--- src/hdl/dtsb_pkg.sv ---
// shared constants and calendar tables for the date to seconds converter
// no dependencies
`timescale 1ns / 1ps
`default_nettype none

package dtsb_pkg;

   localparam int unsigned YEAR_W    = 16;
   localparam int unsigned MONTH_W   = 4;
   localparam int unsigned DAY_W     = 5;
   localparam int unsigned HOUR_W    = 5;
   localparam int unsigned MINUTE_W  = 6;
   localparam int unsigned SECOND_W  = 6;
   localparam int unsigned SECONDS_W = 32;

   localparam logic [YEAR_W-1:0] BASE_YEAR_RESET = 16'd1970;
   localparam int unsigned MAX_YEARS = 135;

   // floor(x / 100) as floor(floor(x / 4) / 25), reciprocal of 25 at 2^-20
   localparam int unsigned RECIP25_SHIFT = 20;
   localparam logic [15:0] RECIP25       = 16'd41945;
   localparam int unsigned QUOT100_W     = 10;

   // days before the first of a month in a common year
   function automatic logic [8:0] days_before_month(input logic [MONTH_W-1:0] month);
      logic [8:0] d;
      case (month)
         4'd1:    d = 9'd0;
         4'd2:    d = 9'd31;
         4'd3:    d = 9'd59;
         4'd4:    d = 9'd90;
         4'd5:    d = 9'd120;
         4'd6:    d = 9'd151;
         4'd7:    d = 9'd181;
         4'd8:    d = 9'd212;
         4'd9:    d = 9'd243;
         4'd10:   d = 9'd273;
         4'd11:   d = 9'd304;
         4'd12:   d = 9'd334;
         default: d = 9'd0;
      endcase
      return d;
   endfunction

   // month length, zero for a month number that means nothing
   function automatic logic [DAY_W-1:0] month_length(input logic [MONTH_W-1:0] month,
                                                     input logic leap);
      logic [DAY_W-1:0] n;
      case (month)
         4'd2:                          n = leap ? 5'd29 : 5'd28;
         4'd4, 4'd6, 4'd9, 4'd11:       n = 5'd30;
         4'd1, 4'd3, 4'd5, 4'd7,
         4'd8, 4'd10, 4'd12:            n = 5'd31;
         default:                       n = 5'd0;
      endcase
      return n;
   endfunction

endpackage

`default_nettype wire

--- src/hdl/dtsb_div100.sv ---
// floor division of a 16-bit year by 100 through a reciprocal multiply
// depends on dtsb_pkg
`timescale 1ns / 1ps
`default_nettype none

module dtsb_div100 import dtsb_pkg::*; (
   input  wire logic [YEAR_W-1:0]    value,
   output logic      [QUOT100_W-1:0] quot
);

   logic [YEAR_W-3:0] quarter;
   logic [29:0]       product;

   // value / 4 first, then exact / 25 for every 14-bit quarter
   assign quarter = value[YEAR_W-1:2];
   assign product = 30'(quarter) * 30'(RECIP25);
   assign quot    = product[RECIP25_SHIFT +: QUOT100_W];

endmodule

`default_nettype wire

--- config.mk ---
export PLATFORM = sky130hd
export DESIGN_NAME = dtsb_div100
export DESIGN_NICKNAME = d
export VERILOG_FILES = /design/src/hdl/dtsb_pkg.sv /design/src/hdl/dtsb_div100.sv
export SDC_FILE = /design/constraint.sdc
export NUM_CORES = 1
export LEC_CHECK = 0
export BUFFER_PORTS_ARGS = -buffer_cell sky130_fd_sc_hd__buf_2
export CORE_AREA = 3 3 63 123
export DETAILED_ROUTE_END_ITERATION = 6
export DIE_AREA = 0 0 66 126
export GPL_TIMING_DRIVEN = 0
export PLACE_DENSITY = 0.85
export SYNTH_ARGS = -nofsm -noshare
export SYNTH_HDL_FRONTEND = slang
export SYNTH_SLANG_ARGS = --single-unit
--- constraint.sdc ---
create_clock -name vclk -period 6.1
set_clock_uncertainty 0.15 [all_clocks]
set_input_delay 0.61 -clock vclk [all_inputs]
set_output_delay 0.61 -clock vclk [all_outputs]
set_load 0.02 [all_outputs]
==> report_table.html <==
<table>
<tr><th>Metric</th><th>Value</th></tr>
<tr><th colspan="2">Yosys</th></tr>
<tr><td>Cells after synthesis</td><td>about 420</td></tr>
<tr><td>Sequential cell area fraction in the yosys report</td><td>0%</td></tr>
<tr><td>Number of distinct library cells after synthesis</td><td>43</td></tr>
<tr><td>Count of warnings emitted by yosys</td><td>0</td></tr>
<tr><td>Mapped Nets</td><td>a little over 600</td></tr>
<tr><td>Library cell with the largest summed area after synthesis</td><td>ha_1</td></tr>
<tr><td>Average size of a mapped cell</td><td>~9.4 µm²</td></tr>
<tr><td>Netlist area before placement</td><td>0.00399 mm²</td></tr>
<tr><td>Share of Yosys cell area claimed by the top area cell type</td><td>35.1%</td></tr>
<tr><td>Top cells by area in the synthesized netlist</td><td>ha_1 (35%), fa_1 (34%), inv_1 (11%)</td></tr>
<tr><th colspan="2">Floorplan</th></tr>
<tr><td>Chip Height</td><td>around 130 µm</td></tr>
<tr><td>Horizontal extent of the die</td><td>66 µm</td></tr>
<tr><td>Die area</td><td>~0.0083 mm²</td></tr>
<tr><td>Number of primary I/O pins</td><td>26</td></tr>
<tr><td>Core Footprint</td><td>0.00694 mm²</td></tr>
<tr><td>Cell Rows</td><td>43</td></tr>
<tr><td>Initial core utilization</td><td>57.5%</td></tr>
<tr><th colspan="2">STA</th></tr>
<tr><td>Final hold slack</td><td>2010 ps</td></tr>
<tr><td>Unrepaired setup endpoints after global routing</td><td>yes</td></tr>
<tr><td>Worst slew margin</td><td>between 60% and 70%</td></tr>
<tr><td>Maximum achievable frequency</td><td>~160 MHz</td></tr>
<tr><td>Fin worst setup slack</td><td>-184 ps</td></tr>
<tr><td>Final Slew Violations</td><td>0</td></tr>
<tr><td>Number of setup violations in the final report</td><td>10</td></tr>
<tr><td>Time the final worst path needs with I/O delays and setup</td><td>6280 ps</td></tr>
<tr><td>Hold Violations, Final</td><td>0</td></tr>
<tr><td>Fraction of the cycle the final worst path needs</td><td>103%</td></tr>
<tr><td>Transition time of the tightest slew-check pin</td><td>~460 ps</td></tr>
<tr><th colspan="2">Critical path</th></tr>
<tr><td>Startpoint kind of the worst setup timing path</td><td>input port</td></tr>
<tr><td>Most frequent CP cell</td><td>fa_2</td></tr>
<tr><td>Largest fanout on the critical path</td><td>4</td></tr>
<tr><td>Worst endpoint data arrival time</td><td>5520 ps</td></tr>
<tr><td>Delay of the slowest critical-path stage</td><td>~570 ps</td></tr>
<tr><td>Worst Setup Path Type</td><td>in -&gt; out</td></tr>
<tr><td>Kind of end point of the critical path</td><td>output port</td></tr>
<tr><td>Cell chain of the critical path</td><td>buf_12 -&gt; fa_1 -&gt; buf_4 -&gt; inv_2 -&gt; fa_1 -&gt; inv_2 -&gt; fa_2 -&gt; fa_2 -&gt; fa_2 -&gt; fa_2 -&gt; ha_4 -&gt; a21o_1 -&gt; a21o_1 -&gt; a221oi_4 -&gt; o21ai_4 -&gt; o21ai_1 -&gt; or3b_4 -&gt; buf_6</td></tr>
<tr><td>Required arrival time at the worst endpoint</td><td>~5300 ps</td></tr>
<tr><td>Master of the slowest instance on the critical path</td><td>fa_1</td></tr>
<tr><th colspan="2">Route</th></tr>
<tr><td>Total via count after detailed routing</td><td>~3300</td></tr>
<tr><td>Drt first-iter violations</td><td>around 110</td></tr>
<tr><td>Detail Route Antenna Nets</td><td>0</td></tr>
<tr><td>Mean number of vias per cell</td><td>~5.9</td></tr>
<tr><td>Average routed wire per standard cell</td><td>19.7 µm</td></tr>
<tr><td># DRC</td><td>0</td></tr>
<tr><td>1st-pass router iterations</td><td>4</td></tr>
<tr><td>Routed wire length</td><td>approximately 11 mm</td></tr>
<tr><th colspan="2">Global route</th></tr>
<tr><td>Number of global-route vias before repair</td><td>3885</td></tr>
<tr><td>Global-route wire length before repair</td><td>17.5 mm</td></tr>
<tr><td>Number of antenna violations at the first check in global routing</td><td>0</td></tr>
<tr><td>Largest net degree at the start of global routing</td><td>9</td></tr>
<tr><td>GRT Util Overall</td><td>27.2%</td></tr>
<tr><td>Total overflow reported by the global router</td><td>0</td></tr>
<tr><th colspan="2">Flow run</th></tr>
<tr><td>Max-cap viol count</td><td>0</td></tr>
<tr><th colspan="2">Final layout</th></tr>
<tr><td>Post-route cell area</td><td>approximately 0.0047 mm²</td></tr>
<tr><td>Diode count</td><td>0</td></tr>
<tr><td>Nets</td><td>between 600 and 700</td></tr>
<tr><td>Non-filler cells, final</td><td>550</td></tr>
<tr><td>Area Overhead vs Synth</td><td>16.8%</td></tr>
<tr><td>Layout Utilization</td><td>roughly two thirds</td></tr>
<tr><td>Layout clock buffer count</td><td>0</td></tr>
<tr><td>Count of flip-flops and latches</td><td>0</td></tr>
<tr><td>Fraction of layout cells with a size suffix above 1</td><td>between 20% and 30%</td></tr>
<tr><td>Register area</td><td>0 µm²</td></tr>
<tr><th colspan="2">Placed design</th></tr>
<tr><td>Cell total after placement</td><td>~540</td></tr>
<tr><td>Detailed placement HPWL</td><td>around 8.6 mm</td></tr>
<tr><td>Area after DPL</td><td>0.00422 mm²</td></tr>
<tr><td>Placer's final routability congestion estimate</td><td>roughly 0.94</td></tr>
<tr><td>Number of buffer cells added on primary ports</td><td>24</td></tr>
<tr><th colspan="2">Run status</th></tr>
<tr><td>Violated checks</td><td>negative setup slack</td></tr>
<tr><td>Outcome</td><td>finished with violations</td></tr>
<tr><th colspan="2">Min path</th></tr>
<tr><td>Depth of the worst hold-timing path</td><td>6</td></tr>
<tr><td>Tightest Hold Check Type</td><td>in -&gt; out</td></tr>
</table>
==> timing repair <==
action | in CTS | in global routing
setup endpoints to repair | 10 | 10
pin swaps | 42 | 6
buffers inserted | 8 | 4
resized for setup | 61 | 17
hold buffers | 0 | 0
hold endpoints to repair | 0 | 0
==> cell usage in the layout, fill, tap and decap left out, drive strengths merged, types with 6 or more instances in the layout <==
cell and n:
fa 67, a21o 8, nand2 16, ha 112
xnor2 6, nand4 6, a21oi 22, inv 118
buf 38, o21ai 13, nor2 10
==> logic make-up after synthesis <==
family          after synthesis  share of synthesized area [%]
mux                           1                          0.251
simple gates                 47                           5.96
xor+xnor                      8                           1.76
compound gates               66                           11.6
buf+inv                     123                           11.7
fa+ha+maj                   179                           68.8
==> path summary, 6_finish.rpt <==
path,from,slack [ps],to
setup / recovery,value[9],-180,quot[9]
hold / removal,value[15],2010,quot[9]
==> cell type report <==
class                      count  area, µm²
buffer                         5       25.0
fill                         470       2280
inverter                     118        443
multi-input combinational    301       3790
tap                           90        113
timing repair buffer          36        287
==> critical path, delay by kind of cell <==
kind / cells / cell delay (ps)
compound gates: 5 / 960
simple gates: 1 / 390
fa+ha+maj: 7 / 3110
buf+inv: 5 / 440
==> metal layers <==
| metal | wire length, µm | track usage, % | share of wire [%] | up-vias |
|---|---|---|---|---|
| met5 | 0 | 0 | 0 | - |
| met2 | 6260 | 53.6 | 58 | 123 |
| met1 | 3210 | 23.5 | 30 | 1599 |
| met4 | 986 | 20.0 | 9.1 | 0 |
| met3 | 370 | 2.23 | 3.4 | 71 |
| li1 | - | - | - | 1461 |
==> stage by stage <==
step,setup TNS (ps),setup slack (ps)
floorplan,0,50.6
global placement,-2730,-484
detailed placement,-3460,-557
CTS,-169,-55.2
global route,-2070,-292
finish,-1070,-184
==> cell usage after synthesis (all sizes together), types with 3 or more instances <==
cell      n
inv     118
ha      112
fa       67
a21oi    22
nand2    16
o21ai    13
nor2     10
a21o      8
nand4     6
xnor2     6
nor3      4
o211ai    4
a31oi     3
and3      3
buf       3
Power is left out: the tool's default activity adds up to more than one toggle a clock period on the data nets, which glitch-free logic cannot reach.
